[src/rtl/iss_pkg.sv]
// Package for the insertion sorter: defaults and controller/datapath interface types.
package iss_pkg;

  localparam int unsigned MaxLenDefault = 16;

  // Commands from controller to datapath
  typedef struct packed {
    logic ins;    // insert the accepted item into the sorted chain
    logic pop;    // shift the chain down by one after a result is taken
  } iss_cmd_t;

  // Status from datapath to controller
  typedef struct packed {
    logic full;      // chain holds MAX_LEN elements
    logic one_left;  // exactly one element held
  } iss_sts_t;

endpackage

[src/rtl/iss_datapath.sv]
// Datapath of the insertion sorter: systolic chain of sorted element cells and fill count.
module iss_datapath import iss_pkg::*; #(
  parameter int unsigned MaxLen = MaxLenDefault
) (
  input  logic               clk_i,
  input  logic               rst_ni,
  input  iss_cmd_t           cmd_i,
  input  logic signed [31:0] value_i,
  output iss_sts_t           sts_o,
  output logic signed [31:0] head_o
);

  localparam int unsigned CntW = $clog2(MaxLen + 1);

  logic signed [31:0] cell_q [MaxLen];
  logic signed [31:0] cell_d [MaxLen];
  logic [CntW-1:0]    count_q, count_d;
  logic [MaxLen-1:0]  gt;
  logic [MaxLen-1:0]  held;

  // Each held cell compares against the new item; held cells are sorted so gt is monotone.
  always_comb begin
    for (int i = 0; i < MaxLen; i++) begin
      held[i] = CntW'(i) < count_q;
      gt[i]   = held[i] && (cell_q[i] > value_i);
    end
  end

  always_comb begin
    for (int i = 0; i < MaxLen; i++) begin
      cell_d[i] = cell_q[i];
      if (cmd_i.ins) begin
        if (gt[i] || (CntW'(i) == count_q)) begin
          // take the neighbor's element if it moves up, else the new item
          if (i > 0 && gt[(i > 0) ? i - 1 : 0]) begin
            cell_d[i] = cell_q[(i > 0) ? i - 1 : 0];
          end else begin
            cell_d[i] = value_i;
          end
        end
      end else if (cmd_i.pop) begin
        if (i < MaxLen - 1) begin
          cell_d[i] = cell_q[(i < MaxLen - 1) ? i + 1 : i];
        end
      end
    end
  end

  always_comb begin
    count_d = count_q;
    if (cmd_i.ins) begin
      count_d = count_q + CntW'(1);
    end else if (cmd_i.pop) begin
      count_d = count_q - CntW'(1);
    end
  end

  always_ff @(posedge clk_i or negedge rst_ni) begin
    if (!rst_ni) begin
      count_q <= '0;
    end else begin
      count_q <= count_d;
    end
  end

  always_ff @(posedge clk_i) begin
    for (int i = 0; i < MaxLen; i++) begin
      cell_q[i] <= cell_d[i];
    end
  end

  assign sts_o.full     = (count_q == CntW'(MaxLen));
  assign sts_o.one_left = (count_q == CntW'(1));
  assign head_o         = cell_q[0];

endmodule

[src/rtl/iss_controller.sv]
// Controller of the insertion sorter: load/emit state machine and overflow flag.
module iss_controller import iss_pkg::*; (
  input  logic     clk_i,
  input  logic     rst_ni,
  input  logic     in_valid_i,
  input  logic     last_i,
  output logic     in_ready_o,
  output logic     out_valid_o,
  input  logic     out_ready_i,
  input  iss_sts_t sts_i,
  output iss_cmd_t cmd_o,
  output logic     dropped_o
);

  typedef enum logic {
    StLoad,
    StEmit
  } state_e;

  state_e state_q;
  logic   overflow_q;
  logic   in_acc;
  logic   out_acc;

  assign in_ready_o  = (state_q == StLoad);
  assign out_valid_o = (state_q == StEmit);
  assign in_acc      = in_valid_i && in_ready_o;
  assign out_acc     = out_valid_o && out_ready_i;

  assign cmd_o.ins = in_acc && !sts_i.full;
  assign cmd_o.pop = out_acc;
  assign dropped_o = overflow_q;

  always_ff @(posedge clk_i or negedge rst_ni) begin
    if (!rst_ni) begin
      state_q    <= StLoad;
      overflow_q <= 1'b0;
    end else begin
      case (state_q)
        StLoad: begin
          if (in_acc) begin
            if (sts_i.full) begin
              overflow_q <= 1'b1;
            end
            if (last_i) begin
              state_q <= StEmit;
            end
          end
        end
        StEmit: begin
          if (out_acc && sts_i.one_left) begin
            state_q    <= StLoad;
            overflow_q <= 1'b0;
          end
        end
        default: begin
          state_q <= StLoad;
        end
      endcase
    end
  end

endmodule

[src/rtl/insertion_sorter_top.sv]
// Top level of the insertion sorter: controller and datapath.
// Items load at one per cycle; each is placed into a chain of MAX_LEN cells that stays
// sorted, all cells comparing against the item in the same cycle. The item flagged last
// closes the list, after which input is held off and the list drains one result per
// cycle while out_ready is high, ascending, with equal values in arrival order. Items
// beyond MAX_LEN are discarded and dropped is high on every result of that run;
// end_of_run marks the final result.
module insertion_sorter_top import iss_pkg::*; #(
  parameter int unsigned MaxLen = MaxLenDefault
) (
  input  logic               clk_i,
  input  logic               rst_ni,
  input  logic               in_valid_i,
  output logic               in_ready_o,
  input  logic signed [31:0] value_i,
  input  logic               last_i,
  output logic               out_valid_o,
  input  logic               out_ready_i,
  output logic signed [31:0] sorted_value_o,
  output logic               end_of_run_o,
  output logic               dropped_o
);

  iss_cmd_t cmd;
  iss_sts_t sts;

  iss_controller u_ctrl (
    .clk_i       (clk_i),
    .rst_ni      (rst_ni),
    .in_valid_i  (in_valid_i),
    .last_i      (last_i),
    .in_ready_o  (in_ready_o),
    .out_valid_o (out_valid_o),
    .out_ready_i (out_ready_i),
    .sts_i       (sts),
    .cmd_o       (cmd),
    .dropped_o   (dropped_o)
  );

  iss_datapath #(
    .MaxLen (MaxLen)
  ) u_dp (
    .clk_i   (clk_i),
    .rst_ni  (rst_ni),
    .cmd_i   (cmd),
    .value_i (value_i),
    .sts_o   (sts),
    .head_o  (sorted_value_o)
  );

  assign end_of_run_o = sts.one_left;

endmodule

[config.mk]
export PLATFORM = sky130hd
export DESIGN_NAME = insertion_sorter_top
export DESIGN_NICKNAME = d
export VERILOG_FILES = /design/src/rtl/iss_pkg.sv /design/src/rtl/iss_datapath.sv /design/src/rtl/iss_controller.sv /design/src/rtl/insertion_sorter_top.sv
export SDC_FILE = /design/constraint.sdc
export NUM_CORES = 2
export LEC_CHECK = 0
export BUFFER_PORTS_ARGS = -buffer_cell sky130_fd_sc_hd__buf_2
export CAP_MARGIN = 20
export CORE_MARGIN = 2
export CORE_UTILIZATION = 36
export CTS_CLUSTER_SIZE = 16
export DETAILED_ROUTE_END_ITERATION = 10
export SLEW_MARGIN = 30
export SYNTH_ARGS = -nofsm -noshare
export SYNTH_HDL_FRONTEND = slang
export SYNTH_SLANG_ARGS = --single-unit
[constraint.sdc]
create_clock -name clk_i -period 7 [get_ports clk_i]
set_clock_uncertainty 0.05 [all_clocks]
set_input_delay 0.7 -clock clk_i [delete_from_list [all_inputs] [get_ports clk_i]]
set_output_delay 0.7 -clock clk_i [all_outputs]
set_load 0.05 [all_outputs]
# Word-level counts from Yosys, hierarchy flattened
# Memory sizes are Yosys's and may differ from the RTL's.
# Cells that the tools add are included.
# totals
mem_count,1
ramBits,512
output_inout_bits,36
reg_bits,7
# memory_table
name,depth,word_bits,read_ports,rd_ports_with_merged_regs,wr,line_no,text
u_dp.cell_q,16,32,16,0,16,iss_datapath.sv:15,logic signed [31:0] cell_q [MaxLen];
# classes
mux,72
eq_ne,20
bitwise,1
magnitude_cmp,32
n_addsub,2
n_reduce_logical,40
# ops
cell,count
two-way mux 32 bit,62
> comparator 32 bit,16
"== test 4 x 5 -> 1 bit, first input constant",8
"less-than comparator 4 x 5 -> 1 bit, first input constant",8
"== test 3 x 5 -> 1 bit, first input constant",4
logical AND 1 bit,20
"less-than comparator 3 x 5 -> 1 bit, first input constant",4
logical OR 1 bit,16
"== test 2 x 5 -> 1 bit, first input constant",2
"less-than comparator 1 x 5 -> 1 bit, first input constant",2
"less-than comparator 2 x 5 -> 1 bit, first input constant",2
two-way mux 5 bit,2
two-way mux 1 bit,6
"!= test 2 bit, second input constant",3
"adder 5 x 1 -> 5 bit, second input constant",1
"== test 1 x 5 -> 1 bit, first input constant",1
"== test 5 x 1 -> 1 bit, second input constant",1
"== test 5 bit, second input constant",1
zero test 5 bit,1
"subtractor 5 x 1 -> 5 bit, second input constant",1
case mux 1 bit (2 select lines),2
AND reduction 3 bit,1
nonzero test 2 bit,1
zero test 1 bit,1
NOT 1 bit,1

# Depth between registers and ports, before layout
# depth
word_depth,5
mapped_depth,11

# Cells and area by module
# Synthesis repeated with hierarchy kept, for this count alone.
# unflattened
hier_cells,3766
hier_area_um2,38552.0
# by_module_without_submodules
module,seq_area_each_um2,cells_each,n_inst,area_per_inst_um2
iss_datapath,15499.9,3755,1,38443.1
iss_controller,50.0,11,1,108.9

# Worst setup path before layout
# OpenSTA, ideal clock, no wires.
# synth_timing
path_kind,in2reg
start,input port value_i[14]
end,"memory u_dp.cell_q[1][0], in the netlist u_dp.cell_q[0][32], enable pin"
path_slack_ns,1.366
arrival_ns,5.148
path_stages,11
n_path_buf,2
path_cell_list,inv_1 -> clkbuf_1 -> ha_1 -> a21oi_1 -> nand2_1 -> a221o_1 -> o31a_1 -> o31ai_1 -> a21o_1 -> buf_6 -> a2bb2oi_1
# synth_lines
element,line_no,text
start: declaration,insertion_sorter_top.sv:15,"input logic signed [31:0] value_i,"
end: declaration,iss_datapath.sv:15,

==> results.toml <==
[status]
status = "finished, final reports clean"

[setup_path]
critPathRequiredTime_ns = 7.25
path_buf_inv = 4
critPathKind = "in2reg"
cp.depth = 11
ff2ff_path_depth = 9
r2r_start = "u_dp.count_q[0]"
crit_start = "value_i[27]"
cp_data_arrival_time_ns = 4.90
critical_path.endpoint = "u_dp.cell_q[1][10]"
path_common_cell = "buf_4"
slowest_stage = "clkinv_1"
worst_r2r_endpoint = "u_dp.cell_q[6][32]"
r2r_setup_slack_ns = 2.41
cp-start-kind = "input port"
worstPathMaxFanout = 32
worstSetupEndpointType = "flip-flop"
slowest_delay_ns = 0.72
path_cells = "buf_2 > clkinv_1 > ha_1 > nand4_1 > nor4_1 > o31a_1 > or3_1 > nand2_1 > buf_4 > a21oi_4 > buf_4"
crit_family = "buffers and inverters"

[cts]
clockBufferDepth = 3
cts_max_level = 2
clock_latency_ns = 0.65
cts_hold_buf = 1
cts_root_buffer = "clkbuf_16"
clock_sinks = 519
clk_pin_slew_ns = 0.06
cts_buffers = 59
cts_resized = 0
cts_setup_buffers = 0
cts_tree = "yes"

[timing]
hold_viol = 0
maxSlewViolCount = 0
rsz0062_at_grt = "no"
period_needed_ns = 4.65
setup_violations = 0
max_slew_margin = 0.309
worstMarginPinSlew_ns = 1.04
maxClockFrequency_mhz = 215
fin_crit_sh = 0.664
fin_hold_ws_ns = 0.249
final.setup.tns_ns = 0

[power_and_ir_drop]
ir_drop_mv = 0.356
power.density_mw_per_mm2 = 482
p_comb_frac = 0.457
clkPwrFrac = 0.159
p_int_mw = 11.0
switchingPower_mw = 8.99
power.leakage_nw = 15.9
p_seq_frac = 0.383
swShare = 0.451

[die]
core_area_mm2 = 0.104
die_h_um = 327
fp-row-count = 118
design.die.area_mm2 = 0.107
start_util = 0.363
die_x_um = 327
io_pins = 73

[drt]
final_antenna_net_count = 0
wl_per_cell_um = 21.5
firstDrtPassIters = 6
dr_total_vias = 30500
finalWirelength_um = 110000
drc = 0
drt_iter0_markers = 2869
vias_per_cell = 5.94

[synthesis]
syn_area_mm2 = 0.0377
async_flop_share = 0.0135
mappedNetlistNets = 4289
ys_warn_count = 0
synth-seq-area-share = 0.413
avgSynthCellArea_um2 = 10.1
synth_edf_count = 512
syn_inst = 3735
synth_cell_types = 60
ys_ff_latch = 519
ys.flop_type = "edfxtp_1"

[layout]
drive_gt1_frac = 0.124
final_cells = 5128
area_delta_synth_final_pct = 9.95
n_antenna_cell = 0
final_cell_area_mm2 = 0.0414
nets = 4255

[global_routing]
grt_pass1_vias = 29900
grt_usage = 0.201
antenna_found_initial = 1
gr-total-overflow = 0
grt_max_degree = 201
grt_pass1_wl_um = 174000

[placed_design]
dp.cells = 5019
dp_hpwl_um = 81200
placed_cell_area_mm2 = 0.0395
place.gp.congestion = 0.876
io_buffers = 72

[hold_path]
min_path_type = "in2reg"

[flow_run]
max_cap_viol_count = 0
synth_stat cells (all sizes together), types with 55 or more instances:
library cell | instances | share of area
a21o | 55 | 0.011
a21oi | 243 | 0.032
buf | 138 | 0.023
clkbuf | 131 | 0.013
edfxtp | 512 | 0.41
ha | 517 | 0.17
inv | 66 | 0.0066
nand2 | 1026 | 0.10
nand3 | 56 | 0.0074
nand4 | 124 | 0.021
o21ai | 85 | 0.011
o221ai | 448 | 0.12
registers in the layout (all words and copies together), names as in the netlist:
signal and cells:
u_dp.count_q 5, u_ctrl.dropped_o 1, u_dp.cell_q 512, u_ctrl.out_valid_o 1
power by group through the flow:
stage | Combinational (mW) | Clock (mW) | Sequential, mW
final | 9.13 | 3.17 | 7.65
after floorplan | 7.12 | 0 | 6.80
after global placement | 8.74 | 0 | 7.63
after CTS | 9.08 | 3.23 | 7.56
after detailed placement | 9.05 | 0 | 7.61
after global routing | 10.2 | 3.35 | 7.81
kinds of logic after synthesis:
logic type,share of synthesized area
AO/OA/AOI/OAI,0.209
XOR/XNOR,0.000931
adder cells (fa/ha/maj),0.172
buffers and inverters,0.0424
flip-flops,0.413
multiplexers,0.00954
AND/OR/NAND/NOR,0.153
cells in the final DEF, fill, tap and decap left out, types with 8 or more instances in the layout:
cell type,count
a2111oi_0,14
a211o_1,18
a211oi_1,11
a21o_1,45
a21o_2,9
a21oi_1,228
a21oi_4,14
a221o_1,14
buf_2,72
buf_4,93
clkbuf_1,10
clkbuf_16,61
clkinv_1,18
clkinv_2,17
edfxtp_1,512
ha_1,517
inv_1,59
mux2_2,31
nand2_1,1017
nand2_2,8
nand3_1,56
nand4_1,124
nor2_1,41
nor2b_1,22
nor3_1,12
nor4_1,34
o211ai_1,26
o21ai_0,79
o221ai_1,329
o221ai_2,119
o31a_1,14
o31ai_1,14
or2_2,14
or3_1,13
stage by stage:
step	utilization	worst slack, ns	power [mW]
finish	0.399	2.35	20.0
global route	0.399	2.21	21.4
CTS	0.399	2.60	19.9
detailed placement	0.381	1.98	16.7
global placement	0.380	1.88	16.4
floorplan	-	1.37	13.9
per-layer routing:
layer / vias to the layer above / global-route usage / routed length, um / share of wire
met3: 145 / 0.0272 / 7260 / 0.066
met5: - / 0 / 0 / 0
met4: 0 / 0.0502 / 2430 / 0.022
li1: 14500 / - / - / -
met1: 14800 / 0.295 / 52600 / 0.48
met2: 1077 / 0.310 / 48200 / 0.44
layout make-up:
type	count	area, um^2
clock buffer	71	1560
clock inverter	37	344
fill	10200	62200
sequential	519	15500
timing repair buffer	174	1220
multi-input combinational	2881	20800
tap	1380	1730
inverter	66	248
worst reg2reg max path, delay by kind of cell, from the launching register on:
kind | cells | cell delay, ns
AO/OA/AOI/OAI | 3 | 1.07
adder cells (fa/ha/maj) | 1 | 0.29
buffers and inverters | 4 | 2.04
flip-flops | 1 | 0.59
AND/OR/NAND/NOR | 1 | 0.26
worst min path at each step:
stage	startpoint	endpoint	slack, ns	cells after the start
4_1_cts	last_i	u_ctrl.out_valid_o	0.21	2
2_1_floorplan	rst_ni	u_ctrl.dropped_o	0.35	0
6_report	last_i	u_ctrl.out_valid_o	0.25	2
3_5_place_dp	u_dp.cell_q[7][35]	u_dp.cell_q[7][3]	0.50	2
3_3_place_gp	u_dp.cell_q[7][62]	u_dp.cell_q[7][30]	0.50	2
5_1_grt	last_i	u_ctrl.out_valid_o	0.23	2
No activity file was read; power rests on OpenSTA's default activity.
